==> src/skt_pkg.sv <==
// ----------------------------------------------------------------------------
// skt_pkg
// Shared constants, codes and types of the sorted key table.
// ----------------------------------------------------------------------------
package skt_pkg;

	localparam int CAPACITY = 32;
	localparam int IDX_W    = $clog2(CAPACITY);
	localparam int CNT_W    = $clog2(CAPACITY + 1);

	localparam int FUNC_W = 2;
	localparam int KEY_W  = 32;
	localparam int TAG_W  = 64;
	localparam int STAT_W = 3;
	localparam int REC_W  = KEY_W + TAG_W;

	typedef enum logic [FUNC_W-1:0] {
		FN_INSERT    = 2'd0,
		FN_DELETE    = 2'd1,
		FN_DUMP_ASC  = 2'd2,
		FN_DUMP_DESC = 2'd3
	} func_t;

	typedef enum logic [STAT_W-1:0] {
		ST_OK       = 3'd0,
		ST_DUP      = 3'd1,
		ST_NOTFOUND = 3'd2,
		ST_FULL     = 3'd3,
		ST_EMPTY    = 3'd4
	} status_t;

	// compare unit result: stored key against request key
	typedef struct packed {
		logic lt;
		logic eq;
	} cmp_res_t;

	// record store port control
	typedef struct packed {
		logic             wr_en;
		logic [IDX_W-1:0] wr_addr;
		logic             rd_en;
		logic [IDX_W-1:0] rd_addr;
	} ram_ctl_t;

endpackage

==> src/skt_if.sv <==
// ----------------------------------------------------------------------------
// skt_if
// Valid/ready channels of the sorted key table: request and response.
// ----------------------------------------------------------------------------
interface skt_req_if;
	logic                              valid;
	logic                              ready;
	logic [skt_pkg::FUNC_W-1:0]        func;
	logic signed [skt_pkg::KEY_W-1:0]  key;
	logic [skt_pkg::TAG_W-1:0]         tag;

	modport source (output valid, func, key, tag, input ready);
	modport sink   (input valid, func, key, tag, output ready);
endinterface

interface skt_rsp_if;
	logic                              valid;
	logic                              ready;
	logic [skt_pkg::STAT_W-1:0]        status;
	logic signed [skt_pkg::KEY_W-1:0]  out_key;
	logic [skt_pkg::TAG_W-1:0]         out_tag;
	logic                              last;

	modport source (output valid, status, out_key, out_tag, last, input ready);
	modport sink   (input valid, status, out_key, out_tag, last, output ready);
endinterface

==> src/skt_ram.sv <==
// ----------------------------------------------------------------------------
// skt_ram
// Generic single-write, single-read RAM with registered read data.
// ----------------------------------------------------------------------------
module skt_ram #(
	parameter int WIDTH = 8,
	parameter int DEPTH = 16
) (
	input  logic                     clk,
	input  logic                     wr_en,
	input  logic [$clog2(DEPTH)-1:0] wr_addr,
	input  logic [WIDTH-1:0]         wr_data,
	input  logic                     rd_en,
	input  logic [$clog2(DEPTH)-1:0] rd_addr,
	output logic [WIDTH-1:0]         rd_data
);

	logic [WIDTH-1:0] mem_q [DEPTH];
	logic [WIDTH-1:0] rd_data_q;

	always_ff @(posedge clk) begin
		if (wr_en) begin
			mem_q[wr_addr] <= wr_data;
		end
		if (rd_en) begin
			rd_data_q <= mem_q[rd_addr];
		end
	end

	assign rd_data = rd_data_q;

endmodule

==> src/skt_cmp.sv <==
// ----------------------------------------------------------------------------
// skt_cmp
// Shared key comparator: signed less-than and equality.
// ----------------------------------------------------------------------------
module skt_cmp (
	input  logic signed [skt_pkg::KEY_W-1:0] a,
	input  logic signed [skt_pkg::KEY_W-1:0] b,
	output skt_pkg::cmp_res_t                res
);

	always_comb begin
		res.lt = (a < b);
		res.eq = (a == b);
	end

endmodule

==> src/skt_seq.sv <==
// ----------------------------------------------------------------------------
// skt_seq
// Sequencer of the sorted key table: scan, shift, dump and response register.
// ----------------------------------------------------------------------------
module skt_seq (
	input  logic                              clk,
	input  logic                              arst_n,
	skt_req_if.sink                           req,
	skt_rsp_if.source                         rsp,
	output skt_pkg::ram_ctl_t                 ram_ctl,
	output logic [skt_pkg::REC_W-1:0]         ram_wr_data,
	input  logic [skt_pkg::REC_W-1:0]         ram_rd_data,
	output logic signed [skt_pkg::KEY_W-1:0]  cmp_a,
	output logic signed [skt_pkg::KEY_W-1:0]  cmp_b,
	input  skt_pkg::cmp_res_t                 cmp_res
);

	typedef enum logic [2:0] {
		S_IDLE,
		S_SCAN,
		S_SHIFT,
		S_RESP,
		S_DREAD,
		S_DLOAD
	} state_t;

	localparam logic [skt_pkg::CNT_W-1:0] ONE  = skt_pkg::CNT_W'(1);
	localparam logic [skt_pkg::CNT_W-1:0] FULL = skt_pkg::CNT_W'(skt_pkg::CAPACITY);

	state_t                             state_q;
	skt_pkg::func_t                     func_q;
	logic signed [skt_pkg::KEY_W-1:0]   key_q;
	logic [skt_pkg::TAG_W-1:0]          tag_q;
	logic [skt_pkg::CNT_W-1:0]          cnt_q;
	logic [skt_pkg::CNT_W-1:0]          addr_q;
	logic [skt_pkg::CNT_W-1:0]          pos_q;
	logic [skt_pkg::CNT_W-1:0]          rem_q;
	skt_pkg::status_t                   st_q;
	logic                               vld_s1;
	logic [skt_pkg::CNT_W-1:0]          idx_s1;

	logic                               ovld_q;
	skt_pkg::status_t                   ostat_q;
	logic signed [skt_pkg::KEY_W-1:0]   okey_q;
	logic [skt_pkg::TAG_W-1:0]          otag_q;
	logic                               olast_q;

	logic                               slot_free;
	logic                               is_ins;
	logic                               is_asc;
	logic                               issue_scan;
	logic                               issue_shift;
	logic                               issue_dump;
	logic                               scan_hit;
	logic                               scan_end;
	logic                               out_load;
	logic [skt_pkg::CNT_W-1:0]          wr_idx;

	assign slot_free = !ovld_q || rsp.ready;
	assign is_ins    = (func_q == skt_pkg::FN_INSERT);
	assign is_asc    = (func_q == skt_pkg::FN_DUMP_ASC);

	assign issue_scan  = (state_q == S_SCAN) && (addr_q < cnt_q);
	assign issue_shift = (state_q == S_SHIFT) && (rem_q != '0);
	assign issue_dump  = (state_q == S_DREAD) && slot_free;

	// insert stops at the first stored key not below the new one; delete at equality
	assign cmp_a    = ram_rd_data[skt_pkg::REC_W-1 -: skt_pkg::KEY_W];
	assign cmp_b    = key_q;
	assign scan_hit = vld_s1 && (is_ins ? !cmp_res.lt : cmp_res.eq);
	assign scan_end = scan_hit || (!vld_s1 && !issue_scan);

	assign out_load = ((state_q == S_RESP) && slot_free) || (state_q == S_DLOAD);

	always_comb begin
		ram_ctl.rd_en   = issue_scan || issue_shift || issue_dump;
		ram_ctl.rd_addr = addr_q[skt_pkg::IDX_W-1:0];
		ram_ctl.wr_en   = 1'b0;
		wr_idx          = pos_q;
		ram_wr_data     = {key_q, tag_q};
		if (state_q == S_SHIFT) begin
			if (vld_s1) begin
				ram_ctl.wr_en = 1'b1;
				wr_idx        = is_ins ? idx_s1 + ONE : idx_s1 - ONE;
				ram_wr_data   = ram_rd_data;
			end else if (!issue_shift && is_ins) begin
				// shift finished: drop the new record into the gap
				ram_ctl.wr_en = 1'b1;
			end
		end
		ram_ctl.wr_addr = wr_idx[skt_pkg::IDX_W-1:0];
	end

	assign req.ready   = (state_q == S_IDLE);
	assign rsp.valid   = ovld_q;
	assign rsp.status  = ostat_q;
	assign rsp.out_key = okey_q;
	assign rsp.out_tag = otag_q;
	assign rsp.last    = olast_q;

	always_ff @(posedge clk or negedge arst_n) begin
		if (!arst_n) begin
			state_q <= S_IDLE;
			func_q  <= skt_pkg::FN_INSERT;
			key_q   <= '0;
			tag_q   <= '0;
			cnt_q   <= '0;
			addr_q  <= '0;
			pos_q   <= '0;
			rem_q   <= '0;
			st_q    <= skt_pkg::ST_OK;
			vld_s1  <= 1'b0;
			idx_s1  <= '0;
			ovld_q  <= 1'b0;
			ostat_q <= skt_pkg::ST_OK;
			okey_q  <= '0;
			otag_q  <= '0;
			olast_q <= 1'b0;
		end else begin
			if (out_load) begin
				ovld_q <= 1'b1;
			end else if (rsp.ready) begin
				ovld_q <= 1'b0;
			end

			unique case (state_q)
				S_IDLE: begin
					if (req.valid) begin
						func_q <= skt_pkg::func_t'(req.func);
						key_q  <= req.key;
						tag_q  <= req.tag;
						vld_s1 <= 1'b0;
						if (req.func == skt_pkg::FN_INSERT || req.func == skt_pkg::FN_DELETE) begin
							addr_q  <= '0;
							state_q <= S_SCAN;
						end else if (cnt_q == '0) begin
							st_q    <= skt_pkg::ST_EMPTY;
							state_q <= S_RESP;
						end else begin
							rem_q   <= cnt_q;
							addr_q  <= (req.func == skt_pkg::FN_DUMP_ASC) ? '0 : cnt_q - ONE;
							state_q <= S_DREAD;
						end
					end
				end

				S_SCAN: begin
					idx_s1 <= addr_q;
					if (scan_end) begin
						// a read still in flight is dropped
						vld_s1 <= 1'b0;
						if (is_ins) begin
							if (scan_hit && cmp_res.eq) begin
								st_q    <= skt_pkg::ST_DUP;
								state_q <= S_RESP;
							end else if (cnt_q == FULL) begin
								st_q    <= skt_pkg::ST_FULL;
								state_q <= S_RESP;
							end else begin
								pos_q   <= scan_hit ? idx_s1 : cnt_q;
								rem_q   <= cnt_q - (scan_hit ? idx_s1 : cnt_q);
								addr_q  <= cnt_q - ONE;
								state_q <= S_SHIFT;
							end
						end else begin
							if (!scan_hit) begin
								st_q    <= skt_pkg::ST_NOTFOUND;
								state_q <= S_RESP;
							end else begin
								rem_q   <= cnt_q - ONE - idx_s1;
								addr_q  <= idx_s1 + ONE;
								state_q <= S_SHIFT;
							end
						end
					end else begin
						vld_s1 <= issue_scan;
						if (issue_scan) begin
							addr_q <= addr_q + ONE;
						end
					end
				end

				S_SHIFT: begin
					if (issue_shift) begin
						rem_q  <= rem_q - ONE;
						addr_q <= is_ins ? addr_q - ONE : addr_q + ONE;
					end
					vld_s1 <= issue_shift;
					idx_s1 <= addr_q;
					if (!issue_shift && !vld_s1) begin
						cnt_q   <= is_ins ? cnt_q + ONE : cnt_q - ONE;
						st_q    <= skt_pkg::ST_OK;
						state_q <= S_RESP;
					end
				end

				S_RESP: begin
					if (slot_free) begin
						ostat_q <= st_q;
						okey_q  <= '0;
						otag_q  <= '0;
						olast_q <= 1'b1;
						state_q <= S_IDLE;
					end
				end

				S_DREAD: begin
					if (issue_dump) begin
						addr_q  <= is_asc ? addr_q + ONE : addr_q - ONE;
						rem_q   <= rem_q - ONE;
						state_q <= S_DLOAD;
					end
				end

				S_DLOAD: begin
					ostat_q <= skt_pkg::ST_OK;
					okey_q  <= ram_rd_data[skt_pkg::REC_W-1 -: skt_pkg::KEY_W];
					otag_q  <= ram_rd_data[skt_pkg::TAG_W-1:0];
					olast_q <= (rem_q == '0);
					state_q <= (rem_q == '0) ? S_IDLE : S_DREAD;
				end

				default: begin
					state_q <= S_IDLE;
				end
			endcase
		end
	end

`ifndef SYNTHESIS
	a_cnt_bound: assert property (@(posedge clk) disable iff (!arst_n)
		cnt_q <= FULL)
		else $error("entry count beyond capacity");

	a_rd_valid: assert property (@(posedge clk) disable iff (!arst_n)
		ram_ctl.rd_en |-> (addr_q < cnt_q))
		else $error("read of an entry outside the table");

	a_wr_shift: assert property (@(posedge clk) disable iff (!arst_n)
		ram_ctl.wr_en |-> (state_q == S_SHIFT))
		else $error("record store written outside a shift");

	a_no_overwrite: assert property (@(posedge clk) disable iff (!arst_n)
		out_load |-> (!ovld_q || rsp.ready))
		else $error("pending result overwritten");

	a_dump_end: assert property (@(posedge clk) disable iff (!arst_n)
		(state_q == S_DLOAD && rem_q == '0) |=> (state_q == S_IDLE && olast_q))
		else $error("dump did not close with last");
`endif

endmodule

==> src/sorted_key_table_core.sv <==
// ----------------------------------------------------------------------------
// sorted_key_table_core
// Bounded table of (key, tag) records kept in ascending signed key order,
// with insert, delete and ascending/descending dump.
// ----------------------------------------------------------------------------
//  channel  dir  fields                        transfer
//  req      in   func, key, tag                one per operation
//  rsp      out  status, out_key, out_tag,     one per result, last on final
//                last
//
//  Insert/delete: accept, a scan of the stored keys (RAM read, compare in the
//  cycle after), a shift of the records that move, then the response.
//  Dump: accept, then per record a RAM read once the response slot is free,
//  then a response register load.
//  Reset clears the entry count and the sequencer registers; the record RAM
//  needs no clearing pass.
//  A stalled rsp holds the sequencer; req is taken only while it is idle.
// ----------------------------------------------------------------------------
module sorted_key_table_core (
	input  logic      clk,
	input  logic      arst_n,
	skt_req_if.sink   req,
	skt_rsp_if.source rsp
);

	skt_pkg::ram_ctl_t                 ram_ctl;
	logic [skt_pkg::REC_W-1:0]         ram_wr_data;
	logic [skt_pkg::REC_W-1:0]         ram_rd_data;
	logic signed [skt_pkg::KEY_W-1:0]  cmp_a;
	logic signed [skt_pkg::KEY_W-1:0]  cmp_b;
	skt_pkg::cmp_res_t                 cmp_res;

	skt_ram #(
		.WIDTH (skt_pkg::REC_W),
		.DEPTH (skt_pkg::CAPACITY)
	) u_ram (
		.clk     (clk),
		.wr_en   (ram_ctl.wr_en),
		.wr_addr (ram_ctl.wr_addr),
		.wr_data (ram_wr_data),
		.rd_en   (ram_ctl.rd_en),
		.rd_addr (ram_ctl.rd_addr),
		.rd_data (ram_rd_data)
	);

	skt_cmp u_cmp (
		.a   (cmp_a),
		.b   (cmp_b),
		.res (cmp_res)
	);

	skt_seq u_seq (
		.clk         (clk),
		.arst_n      (arst_n),
		.req         (req),
		.rsp         (rsp),
		.ram_ctl     (ram_ctl),
		.ram_wr_data (ram_wr_data),
		.ram_rd_data (ram_rd_data),
		.cmp_a       (cmp_a),
		.cmp_b       (cmp_b),
		.cmp_res     (cmp_res)
	);

endmodule
==> src/flat_wrapper.sv <==
// flat-port wrapper written by rule: the top's interface ports become plain ports
module sorted_key_table_core_flat 
  (clk, arst_n, req_valid, req_func, req_key, req_tag, req_ready, rsp_valid, rsp_status, rsp_out_key, rsp_out_tag, rsp_last, rsp_ready);
  skt_req_if req_i ();
  skt_rsp_if rsp_i ();
  input  logic clk;
  input  logic arst_n;
  input wire logic [$bits(req_i.valid)-1:0] req_valid;
  input wire logic [$bits(req_i.func)-1:0] req_func;
  input wire logic [$bits(req_i.key)-1:0] req_key;
  input wire logic [$bits(req_i.tag)-1:0] req_tag;
  output wire logic [$bits(req_i.ready)-1:0] req_ready;
  output wire logic [$bits(rsp_i.valid)-1:0] rsp_valid;
  output wire logic [$bits(rsp_i.status)-1:0] rsp_status;
  output wire logic [$bits(rsp_i.out_key)-1:0] rsp_out_key;
  output wire logic [$bits(rsp_i.out_tag)-1:0] rsp_out_tag;
  output wire logic [$bits(rsp_i.last)-1:0] rsp_last;
  input wire logic [$bits(rsp_i.ready)-1:0] rsp_ready;
  assign req_i.valid = req_valid;
  assign req_i.func = req_func;
  assign req_i.key = req_key;
  assign req_i.tag = req_tag;
  assign req_ready = req_i.ready;
  assign rsp_valid = rsp_i.valid;
  assign rsp_status = rsp_i.status;
  assign rsp_out_key = rsp_i.out_key;
  assign rsp_out_tag = rsp_i.out_tag;
  assign rsp_last = rsp_i.last;
  assign rsp_i.ready = rsp_ready;
  sorted_key_table_core u_core (.clk(clk), .arst_n(arst_n), .req(req_i), .rsp(rsp_i));
endmodule
==> config.mk <==
export PLATFORM = sky130hd
export DESIGN_NAME = sorted_key_table_core_flat
export DESIGN_NICKNAME = d
export VERILOG_FILES = /design/src/skt_pkg.sv /design/src/skt_if.sv /design/src/skt_ram.sv /design/src/skt_cmp.sv /design/src/skt_seq.sv /design/src/sorted_key_table_core.sv /design/src/flat_wrapper.sv
export SDC_FILE = /design/constraint.sdc
export NUM_CORES = 2
export LEC_CHECK = 0
export ABC_AREA = 1
export BUFFER_PORTS_ARGS = -buffer_cell sky130_fd_sc_hd__buf_2
export CORE_MARGIN = 1
export CORE_UTILIZATION = 38
export DETAILED_ROUTE_END_ITERATION = 10
export PLACE_DENSITY_LB_ADDON = 0.08
export SYNTH_ARGS = -nofsm -noshare
export SYNTH_HDL_FRONTEND = slang
export SYNTH_SLANG_ARGS = --single-unit
==> constraint.sdc <==
create_clock -name clk -period 19.5 [get_ports clk]
set_input_delay 0.975 -clock clk [delete_from_list [all_inputs] [get_ports clk]]
set_output_delay 0.975 -clock clk [all_outputs]
set_load 0.05 [all_outputs]
After elaboration in Yosys (flattened, before gate mapping):

Memory sizes are Yosys's and may differ from the RTL's. A register that Yosys moved wholly into a read port is not among the register bits.
Cells that the tools add are included.

* bits of input ports: 102
* memories: 1
* logic and storage cells: 174
* bits in writable memories: 3072
* flip-flop bits (word level): 235
* output and inout bits: 102

Memory list
* u_core.u_ram.mem_q: depth 32, width 96, read ports 1, clocked after Yosys merged registers in 1, write ports 1, RTL line skt_ram.sv:18 `logic [WIDTH-1:0] mem_q [DEPTH];`

* bitwise logic cells: 2
* reduce and logical (&&, ||, !) cells: 40
* order comparisons: 2
* multiplexer cells: 75
* add/subtract/negate cells: 9
* eq/ne operators: 29

Operator list (number)
* $mux W96: 2
* $mux W6: 26
* $pmux W64 S2: 1
* $mux W64: 1
* $pmux W32 S2: 1
* $mux W3: 19
* $pmux W6 S4: 2
* $eq A32 B32 Y1: 1
* $lt A32 B32 Y1: 1
* $mux W32: 1
* $add A6 B1 Y6 const B: 3
* $ne A3 B3 Y1 const B: 6
* $pmux W3 S6: 1
* $sub A6 B1 Y6 const B: 3
* $mux W5: 3
* $mux W1: 14
* $ne A2 B2 Y1 const B: 7
* $logic_not A6 Y1: 2
* $ne A4 B4 Y1 const B: 3
* $sub A6 B6 Y6: 2
* $reduce_and A10 Y1: 1
* $reduce_and A5 Y1: 2
* $logic_and A1 B1 Y1: 9
* $pmux W3 S3: 1
* other kinds (26): 45

Depth between registers and ports, before layout:

* depth after elaboration: 11
* depth in mapped cells: 32
* mapped depth without buffers: 32

Cells and area by module:

A second synthesis with hierarchy kept.

* cell total of the unflattened synthesis: 11867
* area, all modules: 139148.5 um2

Modules (own cells, without submodules)
* skt_ram: cells each 10128, seq. area each 95131.2 um2, instances 1, area each 125958.3 um2
* skt_seq: cells each 1595, seq. area each 5880.6 um2, instances 1, area each 12304.3 um2
* skt_cmp: cells each 144, seq. area each 0.0 um2, instances 1, area each 885.8 um2

Worst setup path after synthesis:

No wires, ideal clock.

* path kind: flip-flop to flip-flop
* start point: register u_core.u_seq.state_q[0]
* end point: register u_core.u_ram.rd_data_q[0], in the netlist u_core.u_ram.rd_data[0] (read register of u_core.u_ram.mem_q), enable pin
* buffers on the path: 0
* cell stages (with the launch flop): 6
* data required time: 18.924 ns
* arrival time: 5.651 ns
* clock period less this slack: 6.227 ns
* setup slack: 13.273 ns
* cells stage by stage: dfrtp_1 nor2_1 inv_1 nor2_1 inv_1 o211ai_1

RTL lines
* from (decl): RTL line skt_seq.sv:30 `state_t state_q;`
* from (signal assigned): RTL line skt_seq.sv:220 `state_q <= (rem_q == '0) ? S_IDLE : S_DREAD;`
* to (decl): RTL line skt_ram.sv:19 `logic [WIDTH-1:0] rd_data_q;`

Worst setup path in the final report:

* start point: register u_core.u_seq.state_q[1]
* end point: memory u_core.u_ram.mem_q[5][22] (netlist name), enable pin

* longest elaborated chain between the ends: 9
* elaborated cells on any way between the ends: 10

RTL lines
* $eq A3 B2 Y1 (*): RTL line skt_seq.sv:64, skt_seq.sv:81
* $logic_and A1 B1 Y1: RTL line skt_seq.sv:64 `assign issue_shift = (state_q == S_SHIFT) && (rem_q != '0);`
* $logic_not A1 Y1: RTL line skt_seq.sv:86 `end else if (!issue_shift && is_ins) begin`
* $logic_and A1 B1 Y1: RTL line skt_seq.sv:86
* $mux W1: RTL line skt_seq.sv:86
* $mux W1: RTL line skt_seq.sv:82 `if (vld_s1) begin`
* $mux W1: RTL line skt_seq.sv:81 `if (state_q == S_SHIFT) begin`
* $mux W1: RTL line skt_ram.sv:22 `if (wr_en) begin`
* $mux W1 (implied by the code): RTL line skt_ram.sv:23 `mem_q[wr_addr] <= wr_data;`
* to (decl): RTL line skt_ram.sv:18

Every way passes the cells marked *; elsewhere a longest branch is shown, timed or not.

==> results.ini <==
[sta]
fin_skew_ns = 0.0614
min_period_ns = 6.59
finalCritPeriodShare = 0.338
tightest_slew_ns = 1.36
fmax_ghz = 0.152
rsz0062_at_grt = false
slew_headroom = 0.0903
maxSlewViolCount = 0
finalHoldViolations = 0
fin_hold_ws_ns = 0.244
setup-violations-final = 0
fin_tns_setup_ns = 0
setup_slack_ns = 12.91

[global_routing]
grt.total_usage = 0.245
gr-total-overflow = 0
antenna_found_initial = 16
grt_pass1_wl_um = 632000
grt_max_degree = 197
grt_pass1_vias = 83800

[power_and_ir_drop]
clock_power_share = 0.272
power.internal_uw = 16000
vdd_drop_max_mv = 0.123
power_switching_uw = 9980
leakage_uw = 0.0507
power.density_nw_per_um2 = 170
p_comb_frac = 0.331
power.share.switching = 0.384
p_seq_frac = 0.397

[yosys]
synth_nets = 10200
synth_area_leaders = edfxtp_1, o21ai_0, nor2_1
synth.top_cell.area_share = 0.711
yosysWarnings = 0
ys_seq_area_frac = 0.754
synth.most_common_cell = edfxtp_1
ys_types = 60
synth_cells = 10100
yosysTopAreaCell = edfxtp_1
synth_ff_type = edfxtp_1
ys_ff_latch = 3403
synth_edf_count = 3168
syn_area_um2 = 134000
async_reset_ff_frac = 0.0691
syn_avg_cell_area_um2 = 13.3
synthTopCellsByCount = edfxtp_1, nor2_1, o21ai_0, nand2_1, o22ai_1

[floorplanning]
io_pins = 204
die_area_um2 = 355000
start_util = 0.383
core_um2 = 350000
fp.dieW_um = 596
num_rows = 217
die_h_um = 596

[clocking]
clock_latency_ns = 0.96
cts_tree = done
clock-sinks = 3403
clock_path_buffers = 4
h-tree-depth = 5
cts_buffers = 377
clockRootBuffer = clkbuf_16
clk_pin_slew_ns = 0.06

[placement]
placed_cell_area_um2 = 141000
place_ws_ns = 12.92
hpwl_um = 229000
port_buffers = 203
place.gp.congestion = 0.799

[route]
drtIter0Drc = 9126
vias_per_cell = 5.72
num_vias = 86600
drtPass1Iterations = 5
ant_nets = 0
route.detailed.drc = 0
post_drt_wl_per_cell_um = 29.4
wirelength_um = 445000

[status]
outcome = complete, no violations

[cells_and_area]
area_growth_pct = 14.2
nets = 10400
postLayoutCoreUtil = 0.437
final_area_um2 = 153000
drive_gt1_frac = 0.115

[critical_path]
arrival_ns = 7.16
worst_setup_path_end_kind = flip-flop
r2r_slack_ns = 12.91
startpoint = u_core.u_seq.state_q[1]
cp.required_ns = 20.07
cp_max_fo = 89
critical_path_class = flip-flop to flip-flop
cp-start-kind = flip-flop
worstReg2RegStart = u_core.u_seq.state_q[1]

[hold_path]
hold_path.class = input port to flip-flop
hp-start = req_tag[7]

[run]
maxCapViolations = 0

==> path summary, 6_finish.rpt <==
path	depth (start not counted)	end
max	11	u_core.u_ram.mem_q[5][22]
min	2	u_core.u_seq.tag_q[7]
max reg2reg	11	u_core.u_ram.mem_q[5][22]
min reg2reg	2	u_core.u_seq.rsp.out_tag[24]
max in group asynchronous	4	u_core.u_seq.rsp.out_tag[27]
min in group asynchronous	2	u_core.u_seq.cnt_q[5]
==> timing repair <==
action	4_1_cts	5_1_grt
hold buffers	1	0
endpoints found under the hold margin	2	0
setup buffers	0	0
resized for setup	0	0
==> layout make-up <==
cell class,count,area (um2)
fillers,31700,197000
flip-flops and latches,3403,101000
multi-input cells,5753,29800
clock buffers,505,10500
well taps,4599,5750
repair buffers,458,3180
clock inverters,198,1730
inverters,221,875
diodes,6,15.0
==> state kept, by name, summed over array words and instances (netlist names), 32 cells and up <==
signal                    cells
u_core.u_ram.mem_q         3072
u_core.u_seq.rsp.out_key     32
u_core.u_seq.cmp_b           32
u_core.u_ram.rd_data         96
u_core.u_seq.tag_q           64
u_core.u_seq.rsp.out_tag     64
==> cells by family after synthesis <==
group | after synthesis | share of synthesized area
AO/OA/AOI/OAI | 2950 | 0.127
flip-flops | 3403 | 0.754
XOR/XNOR | 26 | 0.00170
adder cells (fa/ha/maj) | 57 | 0.00544
buffers and inverters | 924 | 0.0274
AND/OR/NAND/NOR | 2655 | 0.0786
multiplexers | 65 | 0.00547
==> metal layers <==
layer,track usage,share of wire
met3,0.0306,0.062
met5,0,0
met2,0.398,0.47
met4,0.0690,0.029
met1,0.345,0.44
==> cell usage in the layout, fill, tap and decap left out, drive strengths merged, types with 29 or more instances in the layout <==
master,Yosys,final
o211ai,56,56
a32oi,29,29
clkinv,1,147
a21oi,114,114
nor3,44,44
o221ai,195,195
mux2,65,65
o22ai,541,541
inv,220,237
nand2,578,578
a221oi,47,47
dfrtp,235,235
nand4,37,37
a22o,38,38
buf,167,457
edfxtp,3168,3168
a31oi,46,46
o21ai,1824,1824
nor2,1817,1817
nand3,174,174
clkbuf,536,505
ha,55,55
==> worst max-delay path: stages, from the launching register on <==
cell and delay [ns]:
dfrtp_1 0.48, inv_2 0.08, nor3_4 0.25, inv_2 0.15
nor2_4 0.64, inv_8 0.44, buf_4 0.44, o21ai_0 0.39
nand3_1 0.68, nor2_4 1.02, buf_4 0.66, buf_4 0.77
==> per-stage QoR <==
step / power (uW) / instances
final: 26000 / 15100
after global routing: 27100 / 15100
after CTS: 26100 / 15100
after detailed placement: 19100 / 14400
after global placement: 19000 / 14400
after floorplan: 15400 / 10100
==> power groups by stage <==
stage                     combinational (uW)  sequential, uW  clock, uW
after floorplan                         4680           10800          0
after detailed placement                8600           10500          0
after global placement                  8520           10500          0
after CTS                               8620           10300       7190
final                                   8600           10300       7060
after global routing                    9320           10400       7450
Note: power is estimated with default switching activity, not from simulation.
